**config.mk**
```make
export PLATFORM = sky130hd
export DESIGN_NAME = drlc_check
export DESIGN_NICKNAME = d
export VERILOG_FILES = /design/src/hdl/drlc_pkg.sv /design/src/hdl/drlc_check.sv
export SDC_FILE = /design/constraint.sdc
export NUM_CORES = 1
export LEC_CHECK = 0
export BUFFER_PORTS_ARGS = -buffer_cell sky130_fd_sc_hd__buf_2
export CAP_MARGIN = 0
export CORE_ASPECT_RATIO = 0.8
export CORE_UTILIZATION = 30
export DETAILED_ROUTE_END_ITERATION = 7
export HOLD_SLACK_MARGIN = 0.02
export SETUP_SLACK_MARGIN = 0.02
export SLEW_MARGIN = 20
export SYNTH_ARGS = -nofsm -noshare
export SYNTH_HDL_FRONTEND = slang
export SYNTH_SLANG_ARGS = --single-unit
export TNS_END_PERCENT = 50
```
**constraint.sdc**
```tcl
create_clock -name clk -period 5.88 [get_ports clk]
set_input_delay 0.588 -clock clk [delete_from_list [all_inputs] [get_ports clk]]
set_output_delay 0.588 -clock clk [all_outputs]
set_load 0.02 [all_outputs]
```
**src/hdl/drlc_pkg.sv**
```systemverilog
// shared types and constants for the domain report length checker
// no dependencies; imported by every module under hdl
`default_nettype none

package drlc_pkg;

  localparam int INDEX_WIDTH_DEF = 16;
  localparam int WORD_W          = 16;
  localparam int REND_W          = 15;
  localparam int POS_W           = 17;
  localparam int FIRST_PATH      = 4;
  localparam logic [7:0] LEN_BYTE_MASK = 8'hff;

  typedef enum logic [1:0] {
    ST_OK      = 2'd0,
    ST_OVERRUN = 2'd1,
    ST_SHORT   = 2'd2
  } status_t;

  typedef struct packed {
    logic [WORD_W-1:0] word;
    logic              last;
  } item_t;

  typedef struct packed {
    logic    valid;
    status_t status;
  } res_t;

endpackage

`default_nettype wire

```
**src/hdl/drlc_check.sv**
```systemverilog
// length check state: word counter, report/path/element bounds, sticky overrun
// depends on drlc_pkg
`default_nettype none

module drlc_check #(
  parameter int INDEX_WIDTH = drlc_pkg::INDEX_WIDTH_DEF
) (
  input  logic            clk,
  input  logic            rst_n,
  input  logic            proc,
  input  drlc_pkg::item_t item,
  output drlc_pkg::res_t  res
);
  import drlc_pkg::*;

  localparam int EXT_W = (INDEX_WIDTH > POS_W) ? INDEX_WIDTH : POS_W;

  logic [INDEX_WIDTH-1:0] idx_r, idx_nxt;
  logic [REND_W-1:0]      rend_r, rend_nxt;
  logic [POS_W-1:0]       pend_r, pend_nxt;
  logic [POS_W-1:0]       npath_r, npath_nxt;
  logic [POS_W-1:0]       nelem_r, nelem_nxt;
  logic                   ovr_r, ovr_nxt;

  logic [EXT_W-1:0] idx_ext;
  logic [POS_W-1:0] i17;
  logic             idx_max;
  logic             in_body;
  logic             path_hit;
  logic             elem_hit;
  logic [POS_W:0]   path_sum;
  logic [8:0]       elem_round;
  logic [7:0]       elem_words;
  logic [POS_W:0]   elem_sum;
  logic             path_ovr;
  logic             elem_ovr;

  assign idx_ext  = EXT_W'(idx_r);
  assign i17      = idx_ext[POS_W-1:0];
  assign idx_max  = &idx_r;
  assign in_body  = (idx_ext >= EXT_W'(FIRST_PATH)) && (idx_ext <= EXT_W'(rend_r)) && !ovr_r;
  assign path_hit = (idx_ext == EXT_W'(npath_r));
  assign elem_hit = (idx_ext == EXT_W'(nelem_r)) && (idx_ext <= EXT_W'(pend_r));

  // path length in bytes halved; element length in low byte rounded up to words
  assign path_sum   = {1'b0, i17} + (POS_W+1)'(item.word[WORD_W-1:1]);
  assign elem_round = {1'b0, item.word[7:0] & LEN_BYTE_MASK} + 9'd1;
  assign elem_words = elem_round[8:1];
  assign elem_sum   = {1'b0, i17} + (POS_W+1)'(elem_words);
  assign path_ovr   = path_sum > (POS_W+1)'(rend_r);
  assign elem_ovr   = elem_sum > (POS_W+1)'(pend_r);

  always_comb begin
    idx_nxt   = idx_r;
    rend_nxt  = rend_r;
    pend_nxt  = pend_r;
    npath_nxt = npath_r;
    nelem_nxt = nelem_r;
    ovr_nxt   = ovr_r;
    if (proc && !idx_max) begin
      idx_nxt = idx_r + 1'b1;
      if (idx_r == '0) begin
        rend_nxt = item.word[WORD_W-1:1];
      end else if (in_body) begin
        if (path_hit) begin
          if (path_ovr) begin
            ovr_nxt = 1'b1;
          end else begin
            pend_nxt  = path_sum[POS_W-1:0];
            nelem_nxt = i17 + 1'b1;
            npath_nxt = path_sum[POS_W-1:0] + 1'b1;
          end
        end else if (elem_hit) begin
          if (elem_ovr) begin
            ovr_nxt = 1'b1;
          end else begin
            nelem_nxt = elem_sum[POS_W-1:0] + 1'b1;
          end
        end
      end
    end

    res.valid  = proc && item.last;
    if (ovr_nxt) begin
      res.status = ST_OVERRUN;
    end else if (idx_ext < EXT_W'(rend_nxt)) begin
      res.status = ST_SHORT;
    end else begin
      res.status = ST_OK;
    end
  end

  always_ff @(posedge clk) begin
    if (!rst_n || (proc && item.last)) begin
      idx_r   <= '0;
      rend_r  <= '0;
      pend_r  <= '0;
      npath_r <= POS_W'(FIRST_PATH);
      nelem_r <= '0;
      ovr_r   <= 1'b0;
    end else begin
      idx_r   <= idx_nxt;
      rend_r  <= rend_nxt;
      pend_r  <= pend_nxt;
      npath_r <= npath_nxt;
      nelem_r <= nelem_nxt;
      ovr_r   <= ovr_nxt;
    end
  end

  a_restart_after_last: assert property (@(posedge clk) disable iff (!rst_n)
    proc && item.last |=> (idx_r == '0) && !ovr_r && (npath_r == POS_W'(FIRST_PATH)))
    else $error("report state not restarted after last word");

  a_overrun_sticky: assert property (@(posedge clk) disable iff (!rst_n)
    ovr_r && !(proc && item.last) |=> ovr_r)
    else $error("overrun flag dropped inside a report");

  a_rend_only_at_head: assert property (@(posedge clk) disable iff (!rst_n)
    !(proc && ((idx_r == '0) || item.last)) |=> $stable(rend_r))
    else $error("report end changed away from the length word");

  a_counter_holds_at_max: assert property (@(posedge clk) disable iff (!rst_n)
    idx_max && !(proc && item.last) |=> idx_max)
    else $error("saturated word counter moved");

endmodule

`default_nettype wire

```
# [Yosys cells after proc, flatten, opt, wreduce, memory -nomap -nowiden]
# Index checks and enable logic that the tools add are counted.
[totals] input_bits=20 register_bits=83
[op_classes] n_mux=15 bitwise=2 eq_ne=4 order_cmp=6 n_addsub=7 reduce_logical=14
[op_table] operator="17-bit two-way mux" n=4
[op_table] operator="17-bit by 1-bit adder with 17-bit output (second input constant)" n=2
[op_table] operator="16-bit by 17-bit == test with 1-bit output" n=2
[op_table] operator="15-bit two-way mux" n=2
[op_table] operator="16-bit by 1-bit adder with 17-bit output (second input constant)" n=1
[op_table] operator="16-bit by 15-bit adder with 17-bit output" n=1
[op_table] operator="16-bit by 8-bit adder with 17-bit output" n=1
[op_table] operator="17-bit by 15-bit > comparator with 1-bit output" n=1
[op_table] operator="17-bit > comparator" n=1
[op_table] operator="16-bit by 17-bit <= comparator with 1-bit output" n=1
[op_table] operator="16-bit by 1-bit adder with 16-bit output (second input constant)" n=1
[op_table] operator="16-bit by 3-bit greater-or-equal comparator with 1-bit output (second input constant)" n=1
[op_table] operator="16-bit by 15-bit <= comparator with 1-bit output" n=1
[op_table] operator="16-bit logical NOT" n=1
[op_table] operator="16-bit by 15-bit < comparator with 1-bit output" n=1
[op_table] operator="16-bit AND reduction" n=1
[op_table] operator="8-bit by 1-bit adder with 9-bit output (second input constant)" n=1
[op_table] operator="1-bit two-way mux" n=7
[op_table] operator="6-bit AND reduction" n=1
[op_table] operator="1-bit logical AND" n=5
[op_table] operator="5-bit AND reduction" n=1
[op_table] operator="2-bit two-way mux" n=2
[op_table] operator="2-bit != test (second input constant)" n=2
[op_table] operator="1-bit logical NOT" n=3
[op_table] operator="3 further kinds" n=4

# [Depth between registers and ports, before layout]
[depth] ltp_word=10 depth_mapped=22

# [Worst setup path before layout]
# No wires, ideal clock.
[synth_path] path_type="input-to-output" from="input item[2] (netlist name)" to="output res[1] (netlist name)" path_buffers=0 setup_slack_ns=0.845 path_stages=19 t_arrival_ns=4.447 path_cell_list="ha_1 > fa_1 > a211oi_1 > o211a_1 > o31ai_1 > a21oi_1 > o21bai_1 > a21oi_1 > xnor2_1 > ha_1 > nand4_1 > nor4_1 > nand4_1 > o41ai_1 > o211ai_1 > nor3_1 > o21ai_0 > a21o_1 > nor3_1"
[synth_rtl] element="start, declared" line="drlc_check.sv:11" source="input drlc_pkg::item_t item,"
[synth_rtl] element="end, declared" line="drlc_check.sv:12" source="output drlc_pkg::res_t res"

==> qor.txt <==
status -> complete, no violations
RSZ-0062 raised after global routing -> false
area fraction in and, or, nand and nor cells after synthesis -> 20.82%
Max rail drop VDD -> 0.1400 mV
yosys synthesis warning count -> 0
final setup violation count -> 0
half-perimeter wire length of the detailed placement result -> 18,230 um
Overflow after GRT -> 0
antenna diode instance count -> 0
initial antenna violation count -> 0
number of enable flip-flop cells after synthesis -> 0
top fanout value on the critical path -> 8
height of the die -> 144.9 um
compound-gate portion of the synthesized area -> 17.62%
endpoint arrival time on the critical path -> 4860 ps
CTS Buf Count -> 9
number of instances in the synthesized netlist -> 948
Clk pin slew, worst setup/hold paths -> 60 ps
number of clock sinks -> 83
post-synthesis average cell area -> 8.076 um2
H-tree level count -> 3
total iterations of the first detailed-routing run -> 5
ratio of cells with drive above 1 in the final layout -> 9.417%
CP Capture Type -> output port
clock tree from TritonCTS -> done
pin count of the biggest net entering global routing -> 45
Tcrit/Tclk final -> 92.59%
ys async rst share -> 0%
footprint of the multi-input gates -> 5604 um2
total via count in the routed design -> 6,986
average detailed-routed wire length per instance -> 18.35 um
Net Count, Synth -> 1,075
synthesis-stage register bit count -> 83
DR DRC count -> 0
final clock skew -> 9.546 ps
crit start category -> primary input
starting DRC count in detailed routing -> 667
clock root buffer -> sky130_fd_sc_hd__clkbuf_16
main combinational cell family by area after synthesis -> simple AND/OR/NAND/NOR gates
number of max-slew violations in the final report -> 0
fmax -> 0.1837 GHz
wire length of the first global-routing pass -> 37,560 um
Top-Level Pins -> 23
drt via density -> 5.395
power per cell area -> 166.7 nW/um2
number of placed cells counting well taps -> 1,278
placer congestion estimate -> 0.9186
XOR/XNOR share of the synthesized area -> 12.22%
required arrival time at the worst endpoint -> 5290 ps
remaining antenna violation count -> 0
die area -> 26,170 um2
post-layout instance count excluding filler cells -> 1,295
fill cell total of the finished layout -> 2,595
global routing usage summed across all routing layers -> 18.76%
area grow syn2layout -> 11.21%
combined flip-flop and latch cell area -> 1662 um2
count of max-cap constraint violations -> 0
number of failing hold endpoints at the final stage -> 0
headroom to the max-slew limit -> 33.17%
post-synthesis sequential area ratio -> 21.70%
type of the worst min-delay path -> flip-flop to flip-flop
maximum clock insertion buffer count -> 2
width of the chip -> 180.6 um
count of port buffers added during placement -> 22
commonest register cell after synthesis -> sky130_fd_sc_hd__dfxtp_1
final setup TNS -> 0 ps
nets -> 1,099
total number of placement rows -> 51
insertion delay to the later sink of the worst-skew pair -> 360 ps
post-synthesis adder-cell area fraction -> 17.68%
detailed-route wire length -> 23,770 um
count of unique library cells instantiated by Yosys -> 74
initial standard-cell utilization of the core -> 31.00%
worst-margin pin slew -> 1002 ps
number of global-route vias before repair -> 6,610
static leakage -> 3.657 nW
area of the core -> 24,690 um2
Crit Path Category -> primary input to output port
post-layout minimum cycle time -> 5444 ps
post-synthesis instance area -> 7656 um2
multiplexer fraction of the synthesized cell area -> 4.560%
sequential cells by signal (all words and copies together), names as in the netlist:
register and flops:
ovr_r 1, nelem_r 17, pend_r 17, rend_r 15, idx_r 16, npath_r 17
cell type report:
class,instances,share of cell area (%)
Tap cell,318,4.673
Inverter,50,2.204
Multi-Input combinational cell,770,65.82
Sequential cell,83,19.52
Timing Repair Buffer,58,4.614
Clock buffer,10,2.689
Clock inverter,6,0.4849
cells in the mapped netlist (3+ instances only):
master,instances,share of area (%)
sky130_fd_sc_hd__clkbuf_1,15,0.74
sky130_fd_sc_hd__a211o_1,4,0.46
sky130_fd_sc_hd__or2_1,3,0.25
sky130_fd_sc_hd__or3_1,6,0.49
sky130_fd_sc_hd__nor2b_1,12,0.98
sky130_fd_sc_hd__inv_1,49,2.4
sky130_fd_sc_hd__o221ai_1,4,0.46
sky130_fd_sc_hd__ha_1,105,17
sky130_fd_sc_hd__o21bai_1,4,0.39
sky130_fd_sc_hd__o2bb2ai_1,4,0.46
sky130_fd_sc_hd__nor3_1,19,1.2
sky130_fd_sc_hd__xor2_1,51,5.8
sky130_fd_sc_hd__nor4_1,13,1.1
sky130_fd_sc_hd__and4_1,4,0.46
sky130_fd_sc_hd__a21o_1,18,1.8
sky130_fd_sc_hd__nand4_1,27,2.2
sky130_fd_sc_hd__a31oi_1,3,0.25
sky130_fd_sc_hd__o211a_1,3,0.39
sky130_fd_sc_hd__nand2b_1,7,0.57
sky130_fd_sc_hd__buf_1,3,0.15
sky130_fd_sc_hd__mux2i_1,32,4.2
sky130_fd_sc_hd__xnor2_1,54,6.2
sky130_fd_sc_hd__and3b_1,3,0.34
sky130_fd_sc_hd__o21ai_1,15,0.98
sky130_fd_sc_hd__o21ai_0,27,1.8
sky130_fd_sc_hd__or4_1,3,0.29
sky130_fd_sc_hd__and3_1,14,1.1
sky130_fd_sc_hd__nand3_1,33,2.2
sky130_fd_sc_hd__o2111ai_1,3,0.34
sky130_fd_sc_hd__dfxtp_1,83,22
sky130_fd_sc_hd__and2_1,9,0.74
sky130_fd_sc_hd__buf_4,4,0.39
sky130_fd_sc_hd__o211ai_1,7,0.69
sky130_fd_sc_hd__nor2_1,99,4.9
sky130_fd_sc_hd__nand2_1,48,2.4
sky130_fd_sc_hd__a21oi_1,83,5.4
sky130_fd_sc_hd__o21a_1,4,0.39
sky130_fd_sc_hd__a211oi_1,7,0.69
sky130_fd_sc_hd__buf_2,21,1.4
critical path, cell delays in order:
cell and delay [ps]:
sky130_fd_sc_hd__buf_2 160, sky130_fd_sc_hd__and3_1 160, sky130_fd_sc_hd__nand3_1 110, sky130_fd_sc_hd__or2_2 320, sky130_fd_sc_hd__xnor2_1 160, sky130_fd_sc_hd__ha_1 340
sky130_fd_sc_hd__o21ai_1 100, sky130_fd_sc_hd__a31oi_1 190, sky130_fd_sc_hd__o31a_1 420, sky130_fd_sc_hd__nand3_1 160, sky130_fd_sc_hd__xnor2_1 150, sky130_fd_sc_hd__ha_1 290
sky130_fd_sc_hd__nand4_1 120, sky130_fd_sc_hd__or2_2 320, sky130_fd_sc_hd__nor4_1 300, sky130_fd_sc_hd__a211oi_1 110, sky130_fd_sc_hd__nand3_1 110, sky130_fd_sc_hd__o21ai_0 130
sky130_fd_sc_hd__a21o_1 250, sky130_fd_sc_hd__nor3_1 170, sky130_fd_sc_hd__buf_2 190
what timing repair did:
action,in CTS,in global routing
setup buffers,0,1
hold buffers,0,0
setup endpoints to repair,0,2
gates resized for setup,0,4
path summary, 6_finish.rpt:
| kind | slack (ps) | start | depth (start not counted) | to |
|---|---|---|---|---|
| setup / recovery | 440 | item[5] | 21 | res[1] |
| hold / removal | 470 | nelem_r[13]$_SDFFE_PP0P_ | 2 | nelem_r[13]$_SDFFE_PP0P_ |
| setup reg to reg | 1080 | idx_r[1]$_SDFFE_PP0P_ | 20 | nelem_r[4]$_SDFFE_PP0P_ |
| hold reg to reg | 470 | nelem_r[13]$_SDFFE_PP0P_ | 2 | nelem_r[13]$_SDFFE_PP0P_ |
logic make-up (layout without fill, tap and decap cells):
group	Yosys count	count (layout)
flip-flops	83	83
adder cells (fa/ha/maj)	107	107
AO/OA/AOI/OAI	210	210
buffers and inverters	95	124
AND/OR/NAND/NOR	313	313
XOR/XNOR	106	106
multiplexers	34	34
metal layers:
layer  global-route usage (%)  wire length, um  vias to the layer above
met1                    27.07            12250                     3280
li1                         -                -                     3455
met2                    27.60             9383                      223
met5                    1.333               41                        -
met3                    4.955             1823                       26
met4                    3.734              269                        2
layout by cell type (no fill, tap or decap), types with 4 or more instances in the layout:
cell type | netlist | routed
sky130_fd_sc_hd__ha_1 | 105 | 105
sky130_fd_sc_hd__nor2_1 | 99 | 99
sky130_fd_sc_hd__dfxtp_1 | 83 | 83
sky130_fd_sc_hd__a21oi_1 | 83 | 82
sky130_fd_sc_hd__xnor2_1 | 54 | 54
sky130_fd_sc_hd__xor2_1 | 51 | 51
sky130_fd_sc_hd__inv_1 | 49 | 49
sky130_fd_sc_hd__nand2_1 | 48 | 47
sky130_fd_sc_hd__buf_4 | 4 | 35
sky130_fd_sc_hd__nand3_1 | 33 | 33
sky130_fd_sc_hd__mux2i_1 | 32 | 32
sky130_fd_sc_hd__nand4_1 | 27 | 27
sky130_fd_sc_hd__o21ai_0 | 27 | 27
sky130_fd_sc_hd__buf_2 | 21 | 22
sky130_fd_sc_hd__a21o_1 | 18 | 18
sky130_fd_sc_hd__nor3_1 | 19 | 18
sky130_fd_sc_hd__o21ai_1 | 15 | 15
sky130_fd_sc_hd__and3_1 | 14 | 14
sky130_fd_sc_hd__nor2b_1 | 12 | 12
sky130_fd_sc_hd__nor4_1 | 13 | 12
sky130_fd_sc_hd__and2_1 | 9 | 9
sky130_fd_sc_hd__clkbuf_16 | 0 | 9
sky130_fd_sc_hd__o211ai_1 | 7 | 7
sky130_fd_sc_hd__nand2b_1 | 7 | 7
sky130_fd_sc_hd__a211oi_1 | 7 | 6
sky130_fd_sc_hd__or3_1 | 6 | 6
sky130_fd_sc_hd__o21a_1 | 4 | 4
sky130_fd_sc_hd__o21bai_1 | 4 | 4
sky130_fd_sc_hd__o221ai_1 | 4 | 4
sky130_fd_sc_hd__a211o_1 | 4 | 4
sky130_fd_sc_hd__and4_1 | 4 | 4
sky130_fd_sc_hd__o2bb2ai_1 | 4 | 4
power by group:
part	internal, mW	switching [mW]	total (mW)
Sequential	0.569	0.00396	0.573
Clock	0.287	0.273	0.560
Combinational	0.107	0.179	0.287
Total	0.963	0.456	1.42
per-stage QoR:
stage	total power, mW	cell area [um2]	util (%)	worst slack, ps	hold slack, ps
2_1_floorplan	0.7725	7656	-	845.2	437.4
3_3_place_gp	0.8594	8217	33.27	364.9	453.4
3_5_place_dp	0.8623	8217	33.27	130.4	458.1
4_1_cts	1.421	8487	34.37	124.9	469.2
5_1_grt	1.480	8514	34.48	31.89	483.7
6_report	1.419	8514	34.48	435.8	469.4
Note: power is estimated with default switching activity, not from simulation.
